--- config.mk ---
export PLATFORM = sky130hd
export DESIGN_NAME = utf16_slot_to_utf8_unit
export DESIGN_NICKNAME = d
export VERILOG_FILES = /design/src/design/utsu_pkg.sv /design/src/design/utsu_front.sv /design/src/design/utsu_job_queue.sv /design/src/design/utsu_back.sv /design/src/design/utf16_slot_to_utf8_unit.sv
export SDC_FILE = /design/constraint.sdc
export NUM_CORES = 1
export LEC_CHECK = 0
export BUFFER_PORTS_ARGS = -buffer_cell sky130_fd_sc_hd__buf_2
export CELL_PAD_IN_SITES_DETAIL_PLACEMENT = 1
export CELL_PAD_IN_SITES_GLOBAL_PLACEMENT = 2
export CORE_UTILIZATION = 41
export DETAILED_ROUTE_END_ITERATION = 16
export PLACE_DENSITY = 0.76
export SLEW_MARGIN = 25
export SYNTH_ARGS = -nofsm -noshare
export SYNTH_HDL_FRONTEND = slang
export SYNTH_SLANG_ARGS = --single-unit
--- constraint.sdc ---
create_clock -name clk -period 4.59 [get_ports clk]
set_input_delay 0.918 -clock clk [delete_from_list [all_inputs] [get_ports clk]]
set_output_delay 0.918 -clock clk [all_outputs]
set_load 0.01 [all_outputs]
--- src/design/utsu_pkg.sv ---
// Shared constants, types and byte-forming function for the UTF-16 slot to UTF-8 unit.
`default_nettype none
package utsu_pkg;

  // Slot geometry.
  localparam int MAX_SLOT_UNITS = 128;
  localparam int IDX_W          = $clog2(MAX_SLOT_UNITS);
  localparam int ERR_W          = 7;

  // Depth of the job queue between the front and back ends.
  localparam int JQ_DEPTH = 2;
  localparam int JQ_AW    = (JQ_DEPTH > 1) ? $clog2(JQ_DEPTH) : 1;
  localparam int JQ_CW    = $clog2(JQ_DEPTH + 1);

  localparam int CP_W = 21;
  localparam logic [CP_W-1:0] SUPP_BASE = 21'h10000;

  // Surrogate prefixes on the upper six bits of a code unit.
  localparam logic [5:0] HIGH_SURR_TAG = 6'b110110;
  localparam logic [5:0] LOW_SURR_TAG  = 6'b110111;

  typedef enum logic [2:0] {
    ST_BYTE        = 3'd0,
    ST_TERM        = 3'd1,
    ST_TRUNC_HIGH  = 3'd2,
    ST_MISSING_LOW = 3'd3,
    ST_LONE_LOW    = 3'd4
  } status_t;

  // One job: either a code point to encode or a single status result.
  typedef struct packed {
    status_t          status;
    logic [CP_W-1:0]  cp;
    logic [1:0]       nlast;     // byte count minus one
    logic [ERR_W-1:0] err_idx;
    logic             str_end;   // final result of the job closes the string
  } job_t;

  // Byte k of an (nlast+1)-byte UTF-8 sequence for code point cp.
  function automatic logic [7:0] utf8_byte(input logic [CP_W-1:0] cp,
                                           input logic [1:0] nlast,
                                           input logic [1:0] k);
    logic [7:0] b;
    b = 8'h00;
    unique case (nlast)
      2'd0: b = {1'b0, cp[6:0]};
      2'd1: b = (k == 2'd0) ? {3'b110, cp[10:6]} : {2'b10, cp[5:0]};
      2'd2: begin
        unique case (k)
          2'd0:    b = {4'b1110, cp[15:12]};
          2'd1:    b = {2'b10, cp[11:6]};
          default: b = {2'b10, cp[5:0]};
        endcase
      end
      default: begin
        unique case (k)
          2'd0:    b = {5'b11110, cp[20:18]};
          2'd1:    b = {2'b10, cp[17:12]};
          2'd2:    b = {2'b10, cp[11:6]};
          default: b = {2'b10, cp[5:0]};
        endcase
      end
    endcase
    return b;
  endfunction

endpackage
`default_nettype wire

--- src/design/utsu_front.sv ---
// Front end: takes code units, tracks slot and surrogate state, and issues jobs.
`default_nettype none
module utsu_front import utsu_pkg::*; (
  input  wire logic        clk,
  input  wire logic        rst,
  input  wire logic        in_take,
  input  wire logic [15:0] code_unit,
  input  wire logic        slot_last,
  output logic             job_push,
  output job_t             job
);

  logic [9:0]       pending_high, pending_high_next;
  logic             pending_valid, pending_valid_next;
  logic [IDX_W-1:0] unit_index, unit_index_next;
  logic             slot_finished, slot_finished_next;

  logic is_high, is_low, last, ended, has_result;
  logic [IDX_W-1:0] prev_index;

  assign is_high    = (code_unit[15:10] == HIGH_SURR_TAG);
  assign is_low     = (code_unit[15:10] == LOW_SURR_TAG);
  assign last       = slot_last | (unit_index == IDX_W'(MAX_SLOT_UNITS - 1));
  assign prev_index = unit_index - IDX_W'(1);

  always_comb begin
    job               = '0;
    job.status        = ST_BYTE;
    has_result        = 1'b0;
    ended             = 1'b0;
    pending_high_next = pending_high;
    pending_valid_next = pending_valid;

    priority if (slot_finished) begin
      has_result = 1'b0;
    end else if (pending_valid) begin
      has_result = 1'b1;
      if (is_low) begin
        job.cp             = SUPP_BASE + CP_W'({pending_high, code_unit[9:0]});
        job.nlast          = 2'd3;
        pending_valid_next = 1'b0;
        pending_high_next  = '0;
      end else begin
        job.status  = ST_MISSING_LOW;
        job.err_idx = ERR_W'(prev_index);
        ended       = 1'b1;
      end
    end else if (code_unit == 16'h0000) begin
      has_result = 1'b1;
      job.status = ST_TERM;
      ended      = 1'b1;
    end else if (is_high) begin
      if (last) begin
        has_result  = 1'b1;
        job.status  = ST_TRUNC_HIGH;
        job.err_idx = ERR_W'(unit_index);
        ended       = 1'b1;
      end else begin
        pending_high_next  = code_unit[9:0];
        pending_valid_next = 1'b1;
      end
    end else if (is_low) begin
      has_result  = 1'b1;
      job.status  = ST_LONE_LOW;
      job.err_idx = ERR_W'(unit_index);
      ended       = 1'b1;
    end else begin
      has_result = 1'b1;
      job.cp     = CP_W'(code_unit);
      priority if (code_unit[15:7] == '0) begin
        job.nlast = 2'd0;
      end else if (code_unit[15:11] == '0) begin
        job.nlast = 2'd1;
      end else begin
        job.nlast = 2'd2;
      end
    end

    job.str_end = ended | last;

    unit_index_next    = unit_index + IDX_W'(1);
    slot_finished_next = slot_finished;
    if (last) begin
      pending_high_next  = '0;
      pending_valid_next = 1'b0;
      unit_index_next    = '0;
      slot_finished_next = 1'b0;
    end else if (ended) begin
      slot_finished_next = 1'b1;
      pending_valid_next = 1'b0;
      pending_high_next  = '0;
    end
  end

  assign job_push = in_take & has_result;

  always_ff @(posedge clk) begin
    if (rst) begin
      pending_high  <= '0;
      pending_valid <= 1'b0;
      unit_index    <= '0;
      slot_finished <= 1'b0;
    end else if (in_take) begin
      pending_high  <= pending_high_next;
      pending_valid <= pending_valid_next;
      unit_index    <= unit_index_next;
      slot_finished <= slot_finished_next;
    end
  end

endmodule
`default_nettype wire

--- src/design/utsu_job_queue.sv ---
// Small register queue of jobs between the front and back ends.
`default_nettype none
module utsu_job_queue import utsu_pkg::*; (
  input  wire logic clk,
  input  wire logic rst,
  input  wire logic wr_en,
  input  wire job_t wr_job,
  input  wire logic rd_en,
  output job_t      rd_job,
  output logic      q_full,
  output logic      q_valid
);

  job_t             slots [JQ_DEPTH];
  logic [JQ_AW-1:0] wr_ptr, rd_ptr;
  logic [JQ_CW-1:0] count;

  assign q_full  = (count == JQ_CW'(JQ_DEPTH));
  assign q_valid = (count != '0);
  assign rd_job  = slots[rd_ptr];

  always_ff @(posedge clk) begin
    if (wr_en) begin
      slots[wr_ptr] <= wr_job;
    end
  end

  always_ff @(posedge clk) begin
    if (rst) begin
      wr_ptr <= '0;
      rd_ptr <= '0;
      count  <= '0;
    end else begin
      if (wr_en) begin
        wr_ptr <= (wr_ptr == JQ_AW'(JQ_DEPTH - 1)) ? '0 : wr_ptr + JQ_AW'(1);
      end
      if (rd_en) begin
        rd_ptr <= (rd_ptr == JQ_AW'(JQ_DEPTH - 1)) ? '0 : rd_ptr + JQ_AW'(1);
      end
      unique case ({wr_en, rd_en})
        2'b10:   count <= count + JQ_CW'(1);
        2'b01:   count <= count - JQ_CW'(1);
        default: count <= count;
      endcase
    end
  end

endmodule
`default_nettype wire

--- src/design/utsu_back.sv ---
// Back end: expands each job into result beats held in the output register.
`default_nettype none
module utsu_back import utsu_pkg::*; (
  input  wire logic        clk,
  input  wire logic        rst,
  input  wire logic        q_valid,
  input  wire job_t        q_job,
  output logic             q_take,
  input  wire logic        pop,
  output logic             empty,
  output logic [7:0]       out_byte,
  output logic [2:0]       status,
  output logic             run_last,
  output logic             string_end,
  output logic [ERR_W-1:0] error_unit
);

  logic       out_valid;
  logic [1:0] byte_k;
  logic       load, final_beat, is_byte;

  assign is_byte    = (q_job.status == ST_BYTE);
  assign final_beat = !is_byte || (byte_k == q_job.nlast);
  assign load       = q_valid && (!out_valid || pop);
  assign q_take     = load && final_beat;
  assign empty      = !out_valid;

  always_ff @(posedge clk) begin
    if (rst) begin
      out_valid <= 1'b0;
      byte_k    <= '0;
    end else begin
      if (load) begin
        out_valid <= 1'b1;
        byte_k    <= final_beat ? 2'd0 : byte_k + 2'd1;
      end else if (pop) begin
        out_valid <= 1'b0;
      end
    end
  end

  always_ff @(posedge clk) begin
    if (load) begin
      out_byte   <= is_byte ? utf8_byte(q_job.cp, q_job.nlast, byte_k) : 8'h00;
      status     <= q_job.status;
      run_last   <= final_beat;
      string_end <= final_beat && q_job.str_end;
      error_unit <= q_job.err_idx;
    end
  end

endmodule
`default_nettype wire

--- src/design/utf16_slot_to_utf8_unit.sv ---
// Top level of the UTF-16 slot to UTF-8 unit: front end, job queue and back end.
//
// This unit reads a text slot one little-endian UTF-16 code unit per beat,
// with slot_last marking the slot's final unit (the unit at index
// MAX_SLOT_UNITS-1 counts as final on its own), and delivers the UTF-8 form
// of the string one result beat at a time. A result beat carries either a
// UTF-8 byte (status 0) or a single status: terminator seen, truncated high
// surrogate, high surrogate without low, or lone low surrogate; the error
// statuses report the slot index of the faulting unit in error_unit.
// run_last flags the final beat caused by one input unit and string_end
// flags the beat that completes the string. After a terminator or an error
// the rest of the slot gives no results, and all state returns to its reset
// value once the slot's last unit has been taken. Both sides behave as
// queues: a unit is taken on a clock edge with push high and full low, and
// the oldest result is taken on an edge with pop high and empty low. The
// front end takes one unit per cycle while its two-entry job queue has
// room; the back end's output register emits one byte per cycle while
// jobs are queued and results are popped. A unit yields one byte for
// ASCII, two or three for other BMP characters, four for a surrogate
// pair (two bytes per unit on average), or one status beat. Units that
// yield nothing, such as a held high surrogate or units after the
// string's end, are taken without adding a job. A result passes through
// the job queue and then the output register to reach the output ports.
`default_nettype none
module utf16_slot_to_utf8_unit import utsu_pkg::*; (
  input  wire logic        clk,
  input  wire logic        rst,
  input  wire logic        push,
  output logic             full,
  input  wire logic [15:0] code_unit,
  input  wire logic        slot_last,
  output logic             empty,
  input  wire logic        pop,
  output logic [7:0]       out_byte,
  output logic [2:0]       status,
  output logic             run_last,
  output logic             string_end,
  output logic [6:0]       error_unit
);

  // The front end may take a unit whenever the job queue has room, even if
  // the unit turns out to yield no job.
  logic in_take;
  logic job_push;
  job_t front_job;
  job_t head_job;
  logic q_full, q_valid, q_take;

  assign full    = q_full;
  assign in_take = push && !q_full;

  utsu_front u_front (
    .clk       (clk),
    .rst       (rst),
    .in_take   (in_take),
    .code_unit (code_unit),
    .slot_last (slot_last),
    .job_push  (job_push),
    .job       (front_job)
  );

  // Jobs wait here so the front end keeps taking units while a multi-byte
  // sequence drains from the back end.
  utsu_job_queue u_queue (
    .clk     (clk),
    .rst     (rst),
    .wr_en   (job_push),
    .wr_job  (front_job),
    .rd_en   (q_take),
    .rd_job  (head_job),
    .q_full  (q_full),
    .q_valid (q_valid)
  );

  // The back end reloads its output register in the same cycle the current
  // beat is popped, so bytes stream at one per cycle while jobs are queued.
  utsu_back u_back (
    .clk        (clk),
    .rst        (rst),
    .q_valid    (q_valid),
    .q_job      (head_job),
    .q_take     (q_take),
    .pop        (pop),
    .empty      (empty),
    .out_byte   (out_byte),
    .status     (status),
    .run_last   (run_last),
    .string_end (string_end),
    .error_unit (error_unit)
  );

endmodule
`default_nettype wire

==> metrics.txt <==
Crit Path Category=primary input to flip-flop; worst slew pin tran=0.914 ns; Clock Tree Root=clkbuf_16; Syn. warnings=0; DRT Pass-1 Iters=5; Fmax achieved=334 MHz; clock transition at the registers of the reported paths=0.05 ns; Syn Inst Count=461; Min Hold Slack=0.511 ns; crit-path max FO=26; H-tree levels=4; Post-synth EDFFs=88; maxcap violations=0; adder-cell share of the synthesized area=2.04%; FFs w/ async S/R, synth=0%; worst setup slack after layout=1.59 ns; antenna violations before repair=0; Synth Area in Simple Gates=12.0%; number of DRC violations after detailed-routing iteration 0=188; worst-case vdd ir drop=259 µV; Leakage=0.00222 µW; hold crit path type=flip-flop to flip-flop; Setup Skew=0.00583 ns; final setup violation count=0; Slew Viols, Final=0; first-pass GRT wire length=20800 µm; setup TNS=0 ns; pre-CTS WS=1.15 ns; hold_buf cts=0; wirelength, routed=12900 µm; Via density=5.47; Final GP Congestion=0.835; initial core utilization=42.8%; most frequent cells in the layout=edfxtp_1, buf_2, nor2_1; Num CTS Buffers=17; largest net degree at the start of global routing=35; Post-Synth XOR/XNOR Area=1.75%; Final HPWL DP=9230 µm; Placeable Area=12900 µm²; Pwr Total=3480 µW; clk sinks=115; ratio of final minimum period to clock period=65.3%; synthesized area per cell=11.9 µm²; chip height=118 µm; Relative slew margins=39.1%; Final Hold Fails=0; CP max-delay cell=or4_1; final antenna diode count=0; critical path startpoint category=primary input; CP endpoint kind=flip-flop; Critical Path RT=4.66 ns; mapped cell area=5510 µm²; RSZ-0062 raised after global routing=false; main combinational cell family by area after synthesis=compound AO/OA/AOI/OAI gates; compound-gate portion of the synthesized area=15.2%; Total Die Area=13900 µm²; commonest non-fill, non-tap cell in the layout=edfxtp_1; CTS Buffer Depth=2; CP Data Arrival Time=3.07 ns; Yosys cell types=66; # DRC=0; Design Area, Final=6350 µm²; all-layer global routing usage=19.7%; Synth Register Bits=115; total grt overflow=0; # port buffers=42; boundary pin count=43; vias in the first global route=3836; Tmin final=3.00 ns; Worst path max stage delay=0.57 ns; P&R area growth vs syn=15.3%; crit-path cells=buf_2, or4_1, nor2_4, a31oi_4, a31oi_2, and2_1, buf_4; mux share of post-synthesis cell area=6.98%; Chip Width=118 µm; wire per inst=18.8 µm; register area share after synthesis=57.8%; Antenna Nets Post-Route=0; vias=3752; dominant synthesized flop cell=edfxtp_1; nets@finish=531; hold path depth=2; Post CTS Setup Buffer Count=0; PD cells=548 nW/µm²; TritonCTS clock tree=built; syn nets=491; layout cells sized above 1=23.2%; outcome=finished, final reports clean; CTS resizes=0; Clk Latency, worst-skew pair=0.41 ns; num rows=41; Worst R2R Path Depth=7; placed inst area=5840 µm²
-- Yosys cell counts (all sizes together), types with 9 or more instances --
library cell | n | area, µm²
inv | 26 | 97.6
a31o | 10 | 87.6
mux2 | 25 | 282
clkbuf | 9 | 33.8
nor3 | 12 | 65.1
a21oi | 27 | 135
a2111oi | 11 | 96.3
dfxtp | 27 | 541
ha | 9 | 113
mux2i | 9 | 103
nor2 | 41 | 169
edfxtp | 88 | 2640
buf | 17 | 103
nand2 | 21 | 78.8
and2 | 13 | 81.3
o21ai | 9 | 48.8
-- worst max-delay path, delay by kind of cell --
kind | cells | cell delay, ns
and+or+nand+nor | 3 | 1.17
buffers and inverters | 2 | 0.53
AOI/OAI and AO/OA | 2 | 0.43
-- registers in the layout, indices dropped and copies added, names as in the netlist, 2 cells and up, named ones only --
signal	cells
u_queue.slots	68
u_queue.count	2
u_front.pending_high	10
u_back.error_unit	7
u_back.out_byte	8
u_front.unit_index	7
u_back.status	3
u_back.byte_k	2
-- layout make-up --
class	count	area, µm²
inverter	26	97.6
fill	1371	6530
clock inverter	6	33.8
multi-input combinational	294	2090
tap	172	215
timing repair buffer	47	248
clock buffer	26	479
sequential	115	3180
-- through the flow --
stage	std cells	utilization (%)
after global routing	686	49.3
after detailed placement	654	45.3
final	686	49.3
after global placement	654	45.3
after floorplan	461	-
after CTS	686	49.3
-- metal layers --
| metal | GRT usage (%) | part of all wire, % | vias to the layer above |
|---|---|---|---|
| met5 | 0 | 0 | - |
| met4 | 8.65 | 1.7 | 0 |
| met3 | 5.04 | 4.6 | 18 |
| met2 | 30.0 | 46 | 84 |
| met1 | 26.4 | 48 | 1822 |
| li1 | - | - | 1828 |
-- path summary, 6_finish.rpt --
path	slack [ns]	to	startpoint
hold reg to reg	0.51	u_back.out_valid	u_back.out_valid
hold / removal	0.51	u_back.out_valid	u_back.out_valid
setup reg to reg	1.75	u_queue.slots[1][20]	u_front.unit_index[0]
setup / recovery	1.59	u_queue.slots[1][20]	code_unit[13]
-- power breakdown --
part | switching [µW] | leakage (µW) | internal, µW | total [µW]
Combinational | 515 | 0.000914 | 352 | 868
Clock | 430 | 0.000247 | 711 | 1140
Sequential | 110 | 0.00106 | 1360 | 1470
-- logic make-up (layout without fill, tap and decap cells) --
logic type | Yosys count | after routing
AOI/OAI and AO/OA | 113 | 113
DFF | 115 | 115
muxes | 34 | 34
xor gates and xnor gates | 11 | 11
and+or+nand+nor | 127 | 127
buffers and inverters | 52 | 105
adders and majority gates | 9 | 9
Note: power is estimated with default switching activity, not from simulation.
